## src/rtl/lnle_pkg.sv

```systemverilog
`default_nettype none
package lnle_pkg;

  localparam int unsigned InByteW  = 8;
  localparam int unsigned CharW    = 8;
  localparam int unsigned KindW    = 3;
  localparam int unsigned LenW     = 4;
  localparam int unsigned CfgIdxW  = 2;
  localparam int unsigned CfgDataW = 8;

  localparam logic [6:0] CH_NUL  = 7'h00;
  localparam logic [6:0] CH_EOT  = 7'h04;
  localparam logic [6:0] CH_BS   = 7'h08;
  localparam logic [6:0] CH_LF   = 7'h0a;
  localparam logic [6:0] CH_CR   = 7'h0d;
  localparam logic [6:0] CH_KILL = 7'h15;
  localparam logic [6:0] CH_SP   = 7'h20;
  localparam logic [6:0] CH_US   = 7'h5f;
  localparam logic [6:0] CASE_OFFSET = 7'h20;

  typedef enum logic [KindW-1:0] {
    KIND_ECHO    = 3'd0,
    KIND_NAME    = 3'd1,
    KIND_DONE    = 3'd2,
    KIND_RESTART = 3'd3,
    KIND_DISC    = 3'd4
  } kind_e;

  typedef enum logic [CfgIdxW-1:0] {
    CFG_PARITY = 2'd0,
    CFG_FAST   = 2'd1
  } cfg_idx_e;

  typedef enum logic [4:0] {
    ST_IDLE, ST_DISP, ST_NUL, ST_EOT, ST_END0, ST_END1, ST_END2, ST_DONE,
    ST_STORE, ST_BS0, ST_BS1, ST_BS2, ST_K0, ST_K1, ST_KB1, ST_KB2, ST_KB3,
    ST_KEND, ST_KS0, ST_KS1
  } step_e;

  typedef enum logic [2:0] {
    CHR_ZERO, CHR_IN, CHR_SP, CHR_BS, CHR_LF, CHR_CR, CHR_NAME
  } chr_e;

  typedef enum logic [1:0] {
    LAST_NO, LAST_YES, LAST_COND, LAST_NCOND
  } last_e;

  typedef enum logic [2:0] {
    COND_NEVER, COND_CNT_ZERO, COND_MORE, COND_BS_SHORT, COND_KILL_NONE, COND_SLOW
  } cond_e;

  typedef enum logic [1:0] {
    SEQ_BRANCH, SEQ_HOLD, SEQ_MAP
  } seq_e;

  typedef enum logic [1:0] {
    CNT_KEEP, CNT_CLR, CNT_INC, CNT_DEC
  } cnt_e;

  typedef enum logic [1:0] {
    FLG_KEEP, FLG_CLR, FLG_SET
  } flg_e;

  typedef enum logic [1:0] {
    IDX_KEEP, IDX_CLR, IDX_INC
  } idx_e;

  typedef struct packed {
    logic  emit;
    kind_e kind;
    chr_e  chr;
    last_e last;
    cond_e cond;
    seq_e  seq;
    step_e jmp;
    step_e nxt;
    cnt_e  cnt;
    flg_e  flg;
    idx_e  idx;
    logic  wr;
  } ucode_t;

  localparam ucode_t UC_NOP = '{
    emit: 1'b0, kind: KIND_ECHO, chr: CHR_ZERO, last: LAST_NO, cond: COND_NEVER,
    seq: SEQ_BRANCH, jmp: ST_IDLE, nxt: ST_IDLE, cnt: CNT_KEEP, flg: FLG_KEEP,
    idx: IDX_KEEP, wr: 1'b0
  };

endpackage
`default_nettype wire

```

## src/rtl/lnle_if.sv

```systemverilog
`default_nettype none
interface lnle_in_if import lnle_pkg::*; ();
  logic               valid;
  logic               ready;
  logic [InByteW-1:0] in_byte;

  modport source (output valid, output in_byte, input ready);
  modport sink (input valid, input in_byte, output ready);
endinterface

interface lnle_out_if import lnle_pkg::*; ();
  logic             valid;
  logic             ready;
  logic [KindW-1:0] out_kind;
  logic [CharW-1:0] out_char;
  logic             out_last;
  logic             ended_by_cr;
  logic             saw_upper;
  logic             saw_lower;
  logic [LenW-1:0]  name_length;

  modport source (output valid, output out_kind, output out_char, output out_last,
                  output ended_by_cr, output saw_upper, output saw_lower,
                  output name_length, input ready);
  modport sink (input valid, input out_kind, input out_char, input out_last,
                input ended_by_cr, input saw_upper, input saw_lower,
                input name_length, output ready);
endinterface

interface lnle_cfg_if import lnle_pkg::*; ();
  logic                valid;
  logic                ready;
  logic [CfgIdxW-1:0]  index;
  logic [CfgDataW-1:0] data;

  modport source (output valid, output index, output data, input ready);
  modport sink (input valid, input index, input data, output ready);
endinterface
`default_nettype wire

```

## src/rtl/login_name_line_editor.sv

```systemverilog
// order: the input byte is latched, decoded in the dispatch step, then each result is
//   registered in the output register; stored name characters also pass the store read
// throughput: a new byte is taken only once the sequencer is back in idle; the sequencer
//   issues at most one result per step, and an emitting step holds while a result stalls
// reset: sequencer idle, name count and case flags cleared, parity off, fast line on;
//   the name store is not cleared
`default_nettype none
module login_name_line_editor import lnle_pkg::*; #(
  parameter int unsigned NAME_DEPTH = 16
) (
  input  logic       clk_i,
  input  logic       rst_ni,
  lnle_in_if.sink    in_i,
  lnle_out_if.source out_o,
  lnle_cfg_if.sink   cfg_i
);

  localparam int unsigned CntW = (NAME_DEPTH > 1) ? $clog2(NAME_DEPTH) : 1;

  step_e            pc_q, pc_d, map_tgt;
  ucode_t           uc;
  logic [6:0]       c_q;
  logic [CntW-1:0]  count_q, count_d;
  logic [CntW-1:0]  idx_q, idx_d;
  logic             upper_q, upper_d, lower_q, lower_d;
  logic             parity_q, fast_q;
  logic             in_fire, step_go, cond_hit, last_bit;
  logic             cnt_zero, more, full;
  logic             is_upper, is_lower, fold;
  logic [6:0]       rdata, name_ch, raw_ch, store_ch;
  logic [CntW+3:0]  len_ext;

  logic             out_valid_q;
  kind_e            out_kind_q;
  logic [CharW-1:0] out_char_q;
  logic             out_last_q, out_cr_q, out_up_q, out_lo_q;
  logic [LenW-1:0]  out_len_q;

  lnle_ucode_rom u_rom (
    .step_i (pc_q),
    .uc_o   (uc)
  );

  lnle_name_ram #(
    .Depth (NAME_DEPTH),
    .AddrW (CntW),
    .DataW (7)
  ) u_ram (
    .clk_i   (clk_i),
    .we_i    (step_go && uc.wr),
    .waddr_i (count_q),
    .wdata_i (store_ch),
    .raddr_i (idx_q),
    .rdata_o (rdata)
  );

  assign in_i.ready  = (pc_q == ST_IDLE);
  assign in_fire     = in_i.valid && in_i.ready;
  assign cfg_i.ready = 1'b1;

  always_ff @(posedge clk_i) begin
    if (in_fire) begin
      c_q <= in_i.in_byte[6:0];
    end
  end

  assign cnt_zero = (count_q == '0);
  assign more     = ({1'b0, idx_q} + (CntW+1)'(1)) < {1'b0, count_q};
  assign full     = (count_q == CntW'(NAME_DEPTH - 1));
  assign is_upper = (c_q >= 7'h41) && (c_q <= 7'h5a);
  assign is_lower = (c_q >= 7'h61) && (c_q <= 7'h7a);
  assign fold     = upper_q && !lower_q;
  assign store_ch = (c_q == CH_SP) ? CH_US : c_q;
  assign name_ch  = (fold && rdata >= 7'h41 && rdata <= 7'h5a) ? rdata + CASE_OFFSET : rdata;
  assign len_ext  = {4'b0000, count_q};

  always_comb begin
    unique case (uc.cond)
      COND_CNT_ZERO:  cond_hit = cnt_zero;
      COND_MORE:      cond_hit = more;
      COND_BS_SHORT:  cond_hit = cnt_zero || !fast_q;
      COND_KILL_NONE: cond_hit = fast_q && cnt_zero;
      COND_SLOW:      cond_hit = !fast_q;
      default:        cond_hit = 1'b0;
    endcase
  end

  always_comb begin
    priority if (c_q == CH_NUL) begin
      map_tgt = ST_NUL;
    end else if (c_q == CH_EOT) begin
      map_tgt = ST_EOT;
    end else if (c_q == CH_CR || c_q == CH_LF || full) begin
      map_tgt = ST_END0;
    end else if (c_q == CH_BS) begin
      map_tgt = ST_BS0;
    end else if (c_q == CH_KILL) begin
      map_tgt = ST_K0;
    end else begin
      map_tgt = ST_STORE;
    end
  end

  assign step_go = !uc.emit || !out_valid_q || out_o.ready;

  always_comb begin
    pc_d    = pc_q;
    count_d = count_q;
    idx_d   = idx_q;
    upper_d = upper_q;
    lower_d = lower_q;
    if (step_go) begin
      unique case (uc.seq)
        SEQ_HOLD:   pc_d = in_fire ? uc.nxt : pc_q;
        SEQ_MAP:    pc_d = map_tgt;
        SEQ_BRANCH: pc_d = cond_hit ? uc.jmp : uc.nxt;
        default:    pc_d = ST_IDLE;
      endcase
      unique case (uc.cnt)
        CNT_CLR: count_d = '0;
        CNT_INC: count_d = count_q + CntW'(1);
        CNT_DEC: count_d = cnt_zero ? count_q : count_q - CntW'(1);
        default: count_d = count_q;
      endcase
      unique case (uc.idx)
        IDX_CLR: idx_d = '0;
        IDX_INC: idx_d = idx_q + CntW'(1);
        default: idx_d = idx_q;
      endcase
      unique case (uc.flg)
        FLG_CLR: begin
          upper_d = 1'b0;
          lower_d = 1'b0;
        end
        FLG_SET: begin
          upper_d = upper_q || is_upper;
          lower_d = lower_q || is_lower;
        end
        default: begin
          upper_d = upper_q;
          lower_d = lower_q;
        end
      endcase
    end
  end

  always_comb begin
    unique case (uc.chr)
      CHR_IN:   raw_ch = c_q;
      CHR_SP:   raw_ch = CH_SP;
      CHR_BS:   raw_ch = CH_BS;
      CHR_LF:   raw_ch = CH_LF;
      CHR_CR:   raw_ch = CH_CR;
      CHR_NAME: raw_ch = name_ch;
      default:  raw_ch = '0;
    endcase
  end

  always_comb begin
    unique case (uc.last)
      LAST_YES:   last_bit = 1'b1;
      LAST_COND:  last_bit = cond_hit;
      LAST_NCOND: last_bit = !cond_hit;
      default:    last_bit = 1'b0;
    endcase
  end

  always_ff @(posedge clk_i or negedge rst_ni) begin
    if (!rst_ni) begin
      pc_q     <= ST_IDLE;
      count_q  <= '0;
      idx_q    <= '0;
      upper_q  <= 1'b0;
      lower_q  <= 1'b0;
      parity_q <= 1'b0;
      fast_q   <= 1'b1;
    end else begin
      pc_q    <= pc_d;
      count_q <= count_d;
      idx_q   <= idx_d;
      upper_q <= upper_d;
      lower_q <= lower_d;
      if (cfg_i.valid) begin
        unique case (cfg_idx_e'(cfg_i.index))
          CFG_PARITY: parity_q <= cfg_i.data[0];
          CFG_FAST:   fast_q   <= cfg_i.data[0];
          default: begin
          end
        endcase
      end
    end
  end

  always_ff @(posedge clk_i or negedge rst_ni) begin
    if (!rst_ni) begin
      out_valid_q <= 1'b0;
    end else if (step_go && uc.emit) begin
      out_valid_q <= 1'b1;
    end else if (out_o.ready) begin
      out_valid_q <= 1'b0;
    end
  end

  // result payload
  always_ff @(posedge clk_i) begin
    if (step_go && uc.emit) begin
      out_kind_q <= uc.kind;
      out_char_q <= (uc.kind == KIND_ECHO) ? {parity_q & (^raw_ch), raw_ch} : {1'b0, raw_ch};
      out_last_q <= last_bit;
      if (uc.kind == KIND_DONE) begin
        out_cr_q  <= (c_q == CH_CR);
        out_up_q  <= upper_q;
        out_lo_q  <= lower_q;
        out_len_q <= len_ext[LenW-1:0];
      end else begin
        out_cr_q  <= 1'b0;
        out_up_q  <= 1'b0;
        out_lo_q  <= 1'b0;
        out_len_q <= '0;
      end
    end
  end

  assign out_o.valid       = out_valid_q;
  assign out_o.out_kind    = out_kind_q;
  assign out_o.out_char    = out_char_q;
  assign out_o.out_last    = out_last_q;
  assign out_o.ended_by_cr = out_cr_q;
  assign out_o.saw_upper   = out_up_q;
  assign out_o.saw_lower   = out_lo_q;
  assign out_o.name_length = out_len_q;

endmodule
`default_nettype wire

```

## src/rtl/lnle_name_ram.sv

```systemverilog
`default_nettype none
module lnle_name_ram #(
  parameter int unsigned Depth = 16,
  parameter int unsigned AddrW = 4,
  parameter int unsigned DataW = 7
) (
  input  logic             clk_i,
  input  logic             we_i,
  input  logic [AddrW-1:0] waddr_i,
  input  logic [DataW-1:0] wdata_i,
  input  logic [AddrW-1:0] raddr_i,
  output logic [DataW-1:0] rdata_o
);

  logic [DataW-1:0] mem_q [Depth];
  logic [DataW-1:0] rdata_q;

  always_ff @(posedge clk_i) begin
    if (we_i) begin
      mem_q[waddr_i] <= wdata_i;
    end
  end

  always_ff @(posedge clk_i) begin
    rdata_q <= mem_q[raddr_i];
  end

  assign rdata_o = rdata_q;

endmodule
`default_nettype wire

```

## src/rtl/lnle_ucode_rom.sv

```systemverilog
`default_nettype none
module lnle_ucode_rom import lnle_pkg::*; (
  input  step_e  step_i,
  output ucode_t uc_o
);

  always_comb begin
    uc_o = UC_NOP;
    unique case (step_i)
      ST_IDLE: begin
        uc_o.seq = SEQ_HOLD;
        uc_o.nxt = ST_DISP;
      end
      ST_DISP: begin
        uc_o.seq = SEQ_MAP;
      end
      ST_NUL: begin
        uc_o.emit = 1'b1;
        uc_o.kind = KIND_RESTART;
        uc_o.last = LAST_YES;
        uc_o.cnt  = CNT_CLR;
        uc_o.flg  = FLG_CLR;
      end
      ST_EOT: begin
        uc_o.emit = 1'b1;
        uc_o.kind = KIND_DISC;
        uc_o.last = LAST_YES;
        uc_o.cnt  = CNT_CLR;
        uc_o.flg  = FLG_CLR;
      end
      ST_END0: begin
        uc_o.idx  = IDX_CLR;
        uc_o.cond = COND_CNT_ZERO;
        uc_o.jmp  = ST_DONE;
        uc_o.nxt  = ST_END1;
      end
      ST_END1: begin
        uc_o.nxt = ST_END2;
      end
      ST_END2: begin
        uc_o.emit = 1'b1;
        uc_o.kind = KIND_NAME;
        uc_o.chr  = CHR_NAME;
        uc_o.idx  = IDX_INC;
        uc_o.cond = COND_MORE;
        uc_o.jmp  = ST_END1;
        uc_o.nxt  = ST_DONE;
      end
      ST_DONE: begin
        uc_o.emit = 1'b1;
        uc_o.kind = KIND_DONE;
        uc_o.last = LAST_YES;
        uc_o.cnt  = CNT_CLR;
        uc_o.flg  = FLG_CLR;
      end
      ST_STORE: begin
        uc_o.emit = 1'b1;
        uc_o.chr  = CHR_IN;
        uc_o.last = LAST_YES;
        uc_o.cnt  = CNT_INC;
        uc_o.flg  = FLG_SET;
        uc_o.wr   = 1'b1;
      end
      ST_BS0: begin
        uc_o.emit = 1'b1;
        uc_o.chr  = CHR_IN;
        uc_o.last = LAST_COND;
        uc_o.cond = COND_BS_SHORT;
        uc_o.jmp  = ST_IDLE;
        uc_o.nxt  = ST_BS1;
        uc_o.cnt  = CNT_DEC;
      end
      ST_BS1: begin
        uc_o.emit = 1'b1;
        uc_o.chr  = CHR_SP;
        uc_o.nxt  = ST_BS2;
      end
      ST_BS2: begin
        uc_o.emit = 1'b1;
        uc_o.chr  = CHR_BS;
        uc_o.last = LAST_YES;
      end
      ST_K0: begin
        uc_o.emit = 1'b1;
        uc_o.chr  = CHR_IN;
        uc_o.last = LAST_COND;
        uc_o.cond = COND_KILL_NONE;
        uc_o.jmp  = ST_IDLE;
        uc_o.nxt  = ST_K1;
      end
      ST_K1: begin
        uc_o.idx  = IDX_CLR;
        uc_o.cond = COND_SLOW;
        uc_o.jmp  = ST_KS0;
        uc_o.nxt  = ST_KB1;
      end
      ST_KB1: begin
        uc_o.emit = 1'b1;
        uc_o.chr  = CHR_BS;
        uc_o.nxt  = ST_KB2;
      end
      ST_KB2: begin
        uc_o.emit = 1'b1;
        uc_o.chr  = CHR_SP;
        uc_o.nxt  = ST_KB3;
      end
      ST_KB3: begin
        uc_o.emit = 1'b1;
        uc_o.chr  = CHR_BS;
        uc_o.last = LAST_NCOND;
        uc_o.idx  = IDX_INC;
        uc_o.cond = COND_MORE;
        uc_o.jmp  = ST_KB1;
        uc_o.nxt  = ST_KEND;
      end
      ST_KEND: begin
        uc_o.cnt = CNT_CLR;
      end
      ST_KS0: begin
        uc_o.emit = 1'b1;
        uc_o.chr  = CHR_LF;
        uc_o.nxt  = ST_KS1;
      end
      ST_KS1: begin
        uc_o.emit = 1'b1;
        uc_o.chr  = CHR_CR;
        uc_o.last = LAST_YES;
        uc_o.cnt  = CNT_CLR;
      end
      default: begin
        uc_o = UC_NOP;
      end
    endcase
  end

endmodule
`default_nettype wire

```

## src/flat_wrapper.sv

```systemverilog
// flat-port wrapper written by rule: the top's interface ports become plain ports
module login_name_line_editor_flat import lnle_pkg::*;
#(
  parameter int unsigned NAME_DEPTH = 16
)
  (clk_i, rst_ni, in_i_valid, in_i_in_byte, in_i_ready, out_o_valid, out_o_out_kind, out_o_out_char, out_o_out_last, out_o_ended_by_cr, out_o_saw_upper, out_o_saw_lower, out_o_name_length, out_o_ready, cfg_i_valid, cfg_i_index, cfg_i_data, cfg_i_ready);
  lnle_in_if in_i_i ();
  lnle_out_if out_o_i ();
  lnle_cfg_if cfg_i_i ();
  input  logic clk_i;
  input  logic rst_ni;
  input wire logic [$bits(in_i_i.valid)-1:0] in_i_valid;
  input wire logic [$bits(in_i_i.in_byte)-1:0] in_i_in_byte;
  output wire logic [$bits(in_i_i.ready)-1:0] in_i_ready;
  output wire logic [$bits(out_o_i.valid)-1:0] out_o_valid;
  output wire logic [$bits(out_o_i.out_kind)-1:0] out_o_out_kind;
  output wire logic [$bits(out_o_i.out_char)-1:0] out_o_out_char;
  output wire logic [$bits(out_o_i.out_last)-1:0] out_o_out_last;
  output wire logic [$bits(out_o_i.ended_by_cr)-1:0] out_o_ended_by_cr;
  output wire logic [$bits(out_o_i.saw_upper)-1:0] out_o_saw_upper;
  output wire logic [$bits(out_o_i.saw_lower)-1:0] out_o_saw_lower;
  output wire logic [$bits(out_o_i.name_length)-1:0] out_o_name_length;
  input wire logic [$bits(out_o_i.ready)-1:0] out_o_ready;
  input wire logic [$bits(cfg_i_i.valid)-1:0] cfg_i_valid;
  input wire logic [$bits(cfg_i_i.index)-1:0] cfg_i_index;
  input wire logic [$bits(cfg_i_i.data)-1:0] cfg_i_data;
  output wire logic [$bits(cfg_i_i.ready)-1:0] cfg_i_ready;
  assign in_i_i.valid = in_i_valid;
  assign in_i_i.in_byte = in_i_in_byte;
  assign in_i_ready = in_i_i.ready;
  assign out_o_valid = out_o_i.valid;
  assign out_o_out_kind = out_o_i.out_kind;
  assign out_o_out_char = out_o_i.out_char;
  assign out_o_out_last = out_o_i.out_last;
  assign out_o_ended_by_cr = out_o_i.ended_by_cr;
  assign out_o_saw_upper = out_o_i.saw_upper;
  assign out_o_saw_lower = out_o_i.saw_lower;
  assign out_o_name_length = out_o_i.name_length;
  assign out_o_i.ready = out_o_ready;
  assign cfg_i_i.valid = cfg_i_valid;
  assign cfg_i_i.index = cfg_i_index;
  assign cfg_i_i.data = cfg_i_data;
  assign cfg_i_ready = cfg_i_i.ready;
  login_name_line_editor #(.NAME_DEPTH(NAME_DEPTH)) u_core (.clk_i(clk_i), .rst_ni(rst_ni), .in_i(in_i_i), .out_o(out_o_i), .cfg_i(cfg_i_i));
endmodule
```

## config.mk

```make
export PLATFORM = sky130hd
export DESIGN_NAME = login_name_line_editor_flat
export DESIGN_NICKNAME = d
export VERILOG_FILES = /design/src/rtl/lnle_pkg.sv /design/src/rtl/lnle_if.sv /design/src/rtl/login_name_line_editor.sv /design/src/rtl/lnle_name_ram.sv /design/src/rtl/lnle_ucode_rom.sv /design/src/flat_wrapper.sv
export SDC_FILE = /design/constraint.sdc
export NUM_CORES = 1
export LEC_CHECK = 0
export BUFFER_PORTS_ARGS = -buffer_cell sky130_fd_sc_hd__clkbuf_2
export CORE_ASPECT_RATIO = 0.9
export CORE_MARGIN = 4
export CORE_UTILIZATION = 30
export CTS_CLUSTER_DIAMETER = 120
export DETAILED_ROUTE_END_ITERATION = 12
export PLACE_DENSITY_LB_ADDON = 0.1
export REMOVE_ABC_BUFFERS = 1
export SLEW_MARGIN = 20
export SYNTH_ARGS = -nofsm -noshare
export SYNTH_HDL_FRONTEND = slang
export SYNTH_HIERARCHICAL = 1
export SYNTH_SLANG_ARGS = --single-unit
```

## constraint.sdc

```tcl
create_clock -name clk_i -period 3.31 [get_ports clk_i]
set_input_delay 0.1655 -clock clk_i [delete_from_list [all_inputs] [get_ports clk_i]]
set_output_delay 0.1655 -clock clk_i [all_outputs]
set_load 0.01 [all_outputs]
```

After elaboration in Yosys (flattened, before gate mapping):

Memory sizes are Yosys's and may differ from the RTL's. A register that Yosys moved wholly into a read port is not among the register bits.
Cells that the tools add are included.

* logic and storage cells: 166
* bits in writable memories: 112
* memories kept: 1
* register bits after elaboration: 44
* output and inout port bits: 22

* $add $sub $neg: 5
* mux-type cells: 34
* $lt $le $gt $ge: 7
* equal/unequal tests: 53
* bitwise logic cells: 1
* reduce and logical (&&, ||, !) cells: 48

Memories
* u_core.u_ram.mem_q: depth 16, width 7, read ports 1, clocked after memory_dff 1, write ports 1, RTL line lnle_name_ram.sv:15 `logic [DataW-1:0] mem_q [Depth];`

Operator list (count)
* $pmux 5 s12: 1
* $pmux 7 s6: 1
* $eq 5x4->1 const B: 8
* $mux 5: 6
* $eq 7x4->1 const B: 3
* $ge 7x7->1 const B: 3
* $le 7x7->1 const B: 3
* $eq 5x3->1 const B: 4
* $eq 5x5->1 const B: 4
* $pmux 5 s4: 1
* $pmux 3 s6: 1
* $eq 3x2->1 const B: 5
* $eq 3x3->1 const B: 5
* $pmux 3 s5: 1
* $pmux 5 s3: 1
* $eq 2x2->1 const B: 7
* $mux 7: 2
* $reduce_or 14->1: 1
* $eq 2x1->1 const B: 6
* $pmux 2 s2: 3
* $pmux 2 s3: 2
* $pmux 3 s4: 1
* $pmux 4 s3: 1
* $eq 5x2->1 const B: 2
* other kinds (38): 76

Logic depth before layout (Yosys ltp):

* depth after elaboration: 9
* mapped depth: 11
* depth with buffers taken out: 10

Hierarchy:

Netlist, hierarchy kept.

By module, submodules not included
* lnle_name_ram: times used 1, cells each 203, area each 4530.6 um^2, seq. area each 3503.4 um^2
* login_name_line_editor: times used 1, cells each 257, area each 2652.5 um^2, seq. area each 1232.4 um^2
* lnle_ucode_rom: times used 1, cells each 90, area each 580.6 um^2, seq. area each 0.0 um^2

Worst setup path after synthesis:

No wires, ideal clock.

* kind: flip-flop to flip-flop
* start: reg u_core.pc_q[1]
* end: reg u_core.count_q[3]
* arrival time: 2598 ps
* stages on the path, launching flop included: 11
* period minus slack after synthesis: 2726 ps
* required time: 3182 ps
* setup slack: 584 ps
* buffers on the path: 2
* cell sequence: dfrtp_1 buf_2 buf_2 nor3_1 ha_1 ha_1 a21o_1 a21oi_1 mux2_2 o21ai_0 o31ai_1

RTL lines
* start, declared: RTL line login_name_line_editor.sv:20 `step_e pc_q, pc_d, map_tgt;`
* start signal, assigned: RTL line login_name_line_editor.sv:178 `pc_q <= pc_d;`
* end signal, assigned: RTL line login_name_line_editor.sv:179 `count_q <= count_d;`
* end, declared: RTL line login_name_line_editor.sv:23 `logic [CntW-1:0] count_q, count_d;`

==> flow_summary.yaml <==
layout:
  fill_cells: 2523
  fin_nets: 661
  area_delta_synth_final_pct: 17.1
  antennaDiodeCount: 0
  regArea_sq_um: 4740
  layoutNonFillerInstCount: 980
  fin_util: 0.359
  final_layout_size_suffix_gt1_frac: 0.212
  multi_input_area_sq_um: 2820
global_route:
  antenna_found_initial: 0
  grt.overflow.total: 0
  grt_max_degree: 31
  grt.total_usage: 0.135
  grt_pass1_vias: 4892
  grt_first_pass_wirelength_microns: 28800
sta:
  fin_ws_ns: 0.165
  hold_ws_ns: 0.0796
  maxSlewHeadroom: 0.455
  drv_slew: 0
  grt_setup_unrepaired: "no"
  finalSetupViolCount: 0
  hold_violations: 0
  period_needed_ns: 3.15
  skew_ns: 0.00929
  fmax_mhz: 318
  tightest_slew_ns: 0.817
  fin_crit_sh: 0.950
setup_path:
  reg2reg_to: "u_core/count_q[3]"
  max_stage_delay_ns: 0.56
  path_max_fanout: 14
  cp.arrival_ns: 3.45
  cp-endpoint: "u_core/count_q[3]"
  crit_chain: "buf_4, o32ai_1, ha_2, ha_1, a21o_1, a21oi_1, mux2_2, o21ai_0, o31ai_1"
  reg2reg_from: "u_core/pc_q[2]"
  r2r_cells: 9
  crit_start: "u_core/pc_q[2]"
  start_kind: "flip-flop"
  slowest_stage: "dfrtp_1"
  critPathCaptureType: "flip-flop"
  regToRegSetupSlack_ns: 0.16
  crit_required_ns: 3.61
  worstSetupPathType: "flip-flop to flip-flop"
routing:
  vias_per_cell: 4.88
  drt-met1-wl_microns: 8930
  postRouteAntennaNets: 0
  drt-pass1-iter-count: 4
  highest_layer: "met4"
  routed-wl-met2_microns: 8890
  met3_length_microns: 536
  drt_wl_total_microns: 18700
  vias: 4779
  drt_iter0_markers: 258
  routedWlPerCell_microns: 19.1
  drc: 0
floorplanning:
  start_util: 0.307
  die_w_microns: 178
  fp.dieH_microns: 161
  dieArea_sq_um: 28500
  num_io_pins: 45
  rows: 55
  coreArea_sq_um: 25300
synthesis:
  seq_area_frac_synth: 0.610
  yosys_warnings: 6
  synth_top_area_share: 0.534
  yosysTopAreaCell: "edfxtp_1"
  synthFlopType: "edfxtp_1"
  avgSynthCellArea_sq_um: 14.1
  synth_edf_count: 138
  syn-cell-area_sq_um: 7760
  synthCells: 550
  async_flop_share: 0.110
  synthTopCellsByArea: "edfxtp_1 53%, mux4_1 5.8%, dfrtp_1 5.5%, mux4_2 3.2%, nand2_1 2.0%"
  ys_ff_latch: 163
  ys_types: 74
place:
  hpwl_microns: 13200
  gp_congestion: 0.815
  portBuffers: 35
  dp_cells: 939
  post-place-ws_ns: 0.157
cts:
  clk_pin_slew_ns: 0.06
  cts_tree: "done"
  cts_buffer_depth: 2
  cts.sinks: 163
  root_buffer: "clkbuf_16"
  cts_buffers: 17
  clk_latency_ns: 0.42
  htree_num_levels: 4
job:
  cap_violations: 0
outcome:
  status: "complete, no violations"
pwr:
  finalPower_w: 0.00774
  leakagePower_nw: 3.20
  powerDensity_nw_per_um2: 852
  peakVddDrop_uv: 353
hold_path:
  holdCritPathClass: "input pin to flip-flop"
## cells in the mapped netlist (all sizes together), types with 12 or more instances
cell type / count
edfxtp: 138
nand2: 42
nor2: 41
mux4: 28
o21ai: 27
nand2b: 24
nor3: 20
buf: 18
a22oi: 17
dfrtp: 17
a21oi: 14
inv: 14
nor2b: 14
ha: 12
## how the worst min path moves through the flow
stage          depth (start not counted)      startpoint                  to  slack [ns]
2_1_floorplan                          0          rst_ni   u_core/count_q[0]       -0.13
3_3_place_gp                           1          rst_ni   u_core/count_q[0]        0.19
3_5_place_dp                           1          rst_ni   u_core/count_q[0]        0.20
4_1_cts                                3     out_o_ready  u_core/out_o.valid        0.06
5_1_grt                                3  cfg_i_index[0]       u_core/fast_q        0.07
6_report                               3     out_o_ready  u_core/out_o.valid        0.08
## timing repair
| item | CTS | global route |
|---|---|---|
| hold endpoints to repair | 26 | 0 |
| setup endpoints to repair | 0 | 2 |
| gates resized for setup | 0 | 2 |
| hold buffers | 9 | 0 |
| buffers inserted | 0 | 0 |
## where the power goes
group | internal [W] | total, W | leakage, nW | switching, W
Sequential | 0.00264 | 0.00288 | 1.55 | 0.000241
Combinational | 0.00128 | 0.00304 | 1.38 | 0.00177
Clock | 0.00103 | 0.00182 | 0.269 | 0.000791
Total | 0.00494 | 0.00774 | 3.20 | 0.00280
## logic make-up after synthesis
kind of cell    Yosys count  share of synthesized area
compound gates           98                     0.0886
xor+xnor                 11                     0.0142
fa+ha+maj                13                     0.0219
buf+inv                  35                     0.0274
flops                   163                      0.610
mux                      39                      0.106
other cells               1                   0.000483
simple gates            190                      0.132
## registers in the layout (all words and copies together), names as in the netlist
signal,count
u_core/out_o.valid,1
u_core/out_o.saw_upper,1
u_core/parity_q,1
u_core/out_o.name_length,4
u_core/out_o.saw_lower,1
u_core/c_q,7
u_core/out_o.ended_by_cr,1
u_core/upper_q,1
u_core/pc_q,5
u_core/out_o.out_char,8
u_core/u_ram/rdata_o,7
u_core/out_o.out_kind,3
u_core/out_o.out_last,1
u_core/fast_q,1
u_core/lower_q,1
u_core/count_q,4
u_core/u_ram/mem_q,112
u_core/idx_q,4
## cell type report
| class | count | area share |
|---|---|---|
| clock buffer | 19 | 0.0476 |
| clock inverter | 13 | 0.0121 |
| inverter | 14 | 0.00578 |
| multi-input combinational | 352 | 0.310 |
| sequential | 163 | 0.521 |
| tap | 342 | 0.0471 |
| timing repair buffer | 77 | 0.0564 |
## cells in the final DEF, fill, tap and decap left out, drive strengths merged, types with 4 or more instances in the layout
| cell type | synthesis | routed |
|---|---|---|
| and2 | 9 | 9 |
| o21a | 4 | 4 |
| xor2 | 5 | 5 |
| mux2 | 9 | 9 |
| a31oi | 5 | 5 |
| nand2 | 42 | 42 |
| nor3 | 20 | 20 |
| mux4 | 28 | 28 |
| or4 | 4 | 4 |
| edfxtp | 138 | 138 |
| dfrtp | 17 | 17 |
| ha | 12 | 12 |
| a21o | 6 | 6 |
| dfxtp | 7 | 7 |
| o21ai | 27 | 27 |
| nor2 | 41 | 41 |
| nor2b | 14 | 14 |
| a21oi | 14 | 14 |
| nand3 | 6 | 6 |
| nand3b | 6 | 6 |
| xnor2 | 5 | 5 |
| inv | 14 | 17 |
| nand2b | 24 | 24 |
| clkbuf | 3 | 54 |
| dlygate4sd3 | 0 | 9 |
| or3 | 4 | 4 |
| buf | 18 | 33 |
| clkinv | 0 | 8 |
| a22oi | 17 | 17 |
## worst max-delay path: cells and delay by family (launching register included)
| kind | cells | cell delay, ns |
|---|---|---|
| muxes | 1 | 0.36 |
| buffers and inverters | 1 | 0.26 |
| adders and majority gates | 2 | 0.67 |
| DFF | 1 | 0.56 |
| AOI/OAI and AO/OA | 5 | 1.16 |
## layer usage
layer / GRT usage / up-vias
met3: 0.0346 / 19
met5: 0 / -
li1: - / 2272
met1: 0.184 / 2407
met2: 0.215 / 81
met4: 0.0380 / 0
## through the flow
step / setup TNS [ns] / instance area, sq um
floorplan: -0.107 / 7600
global placement: 0 / 8450
detailed placement: 0 / 8450
CTS: 0 / 9090
global route: 0 / 9090
finish: 0 / 9090
Power figures use the tool's default switching activity.
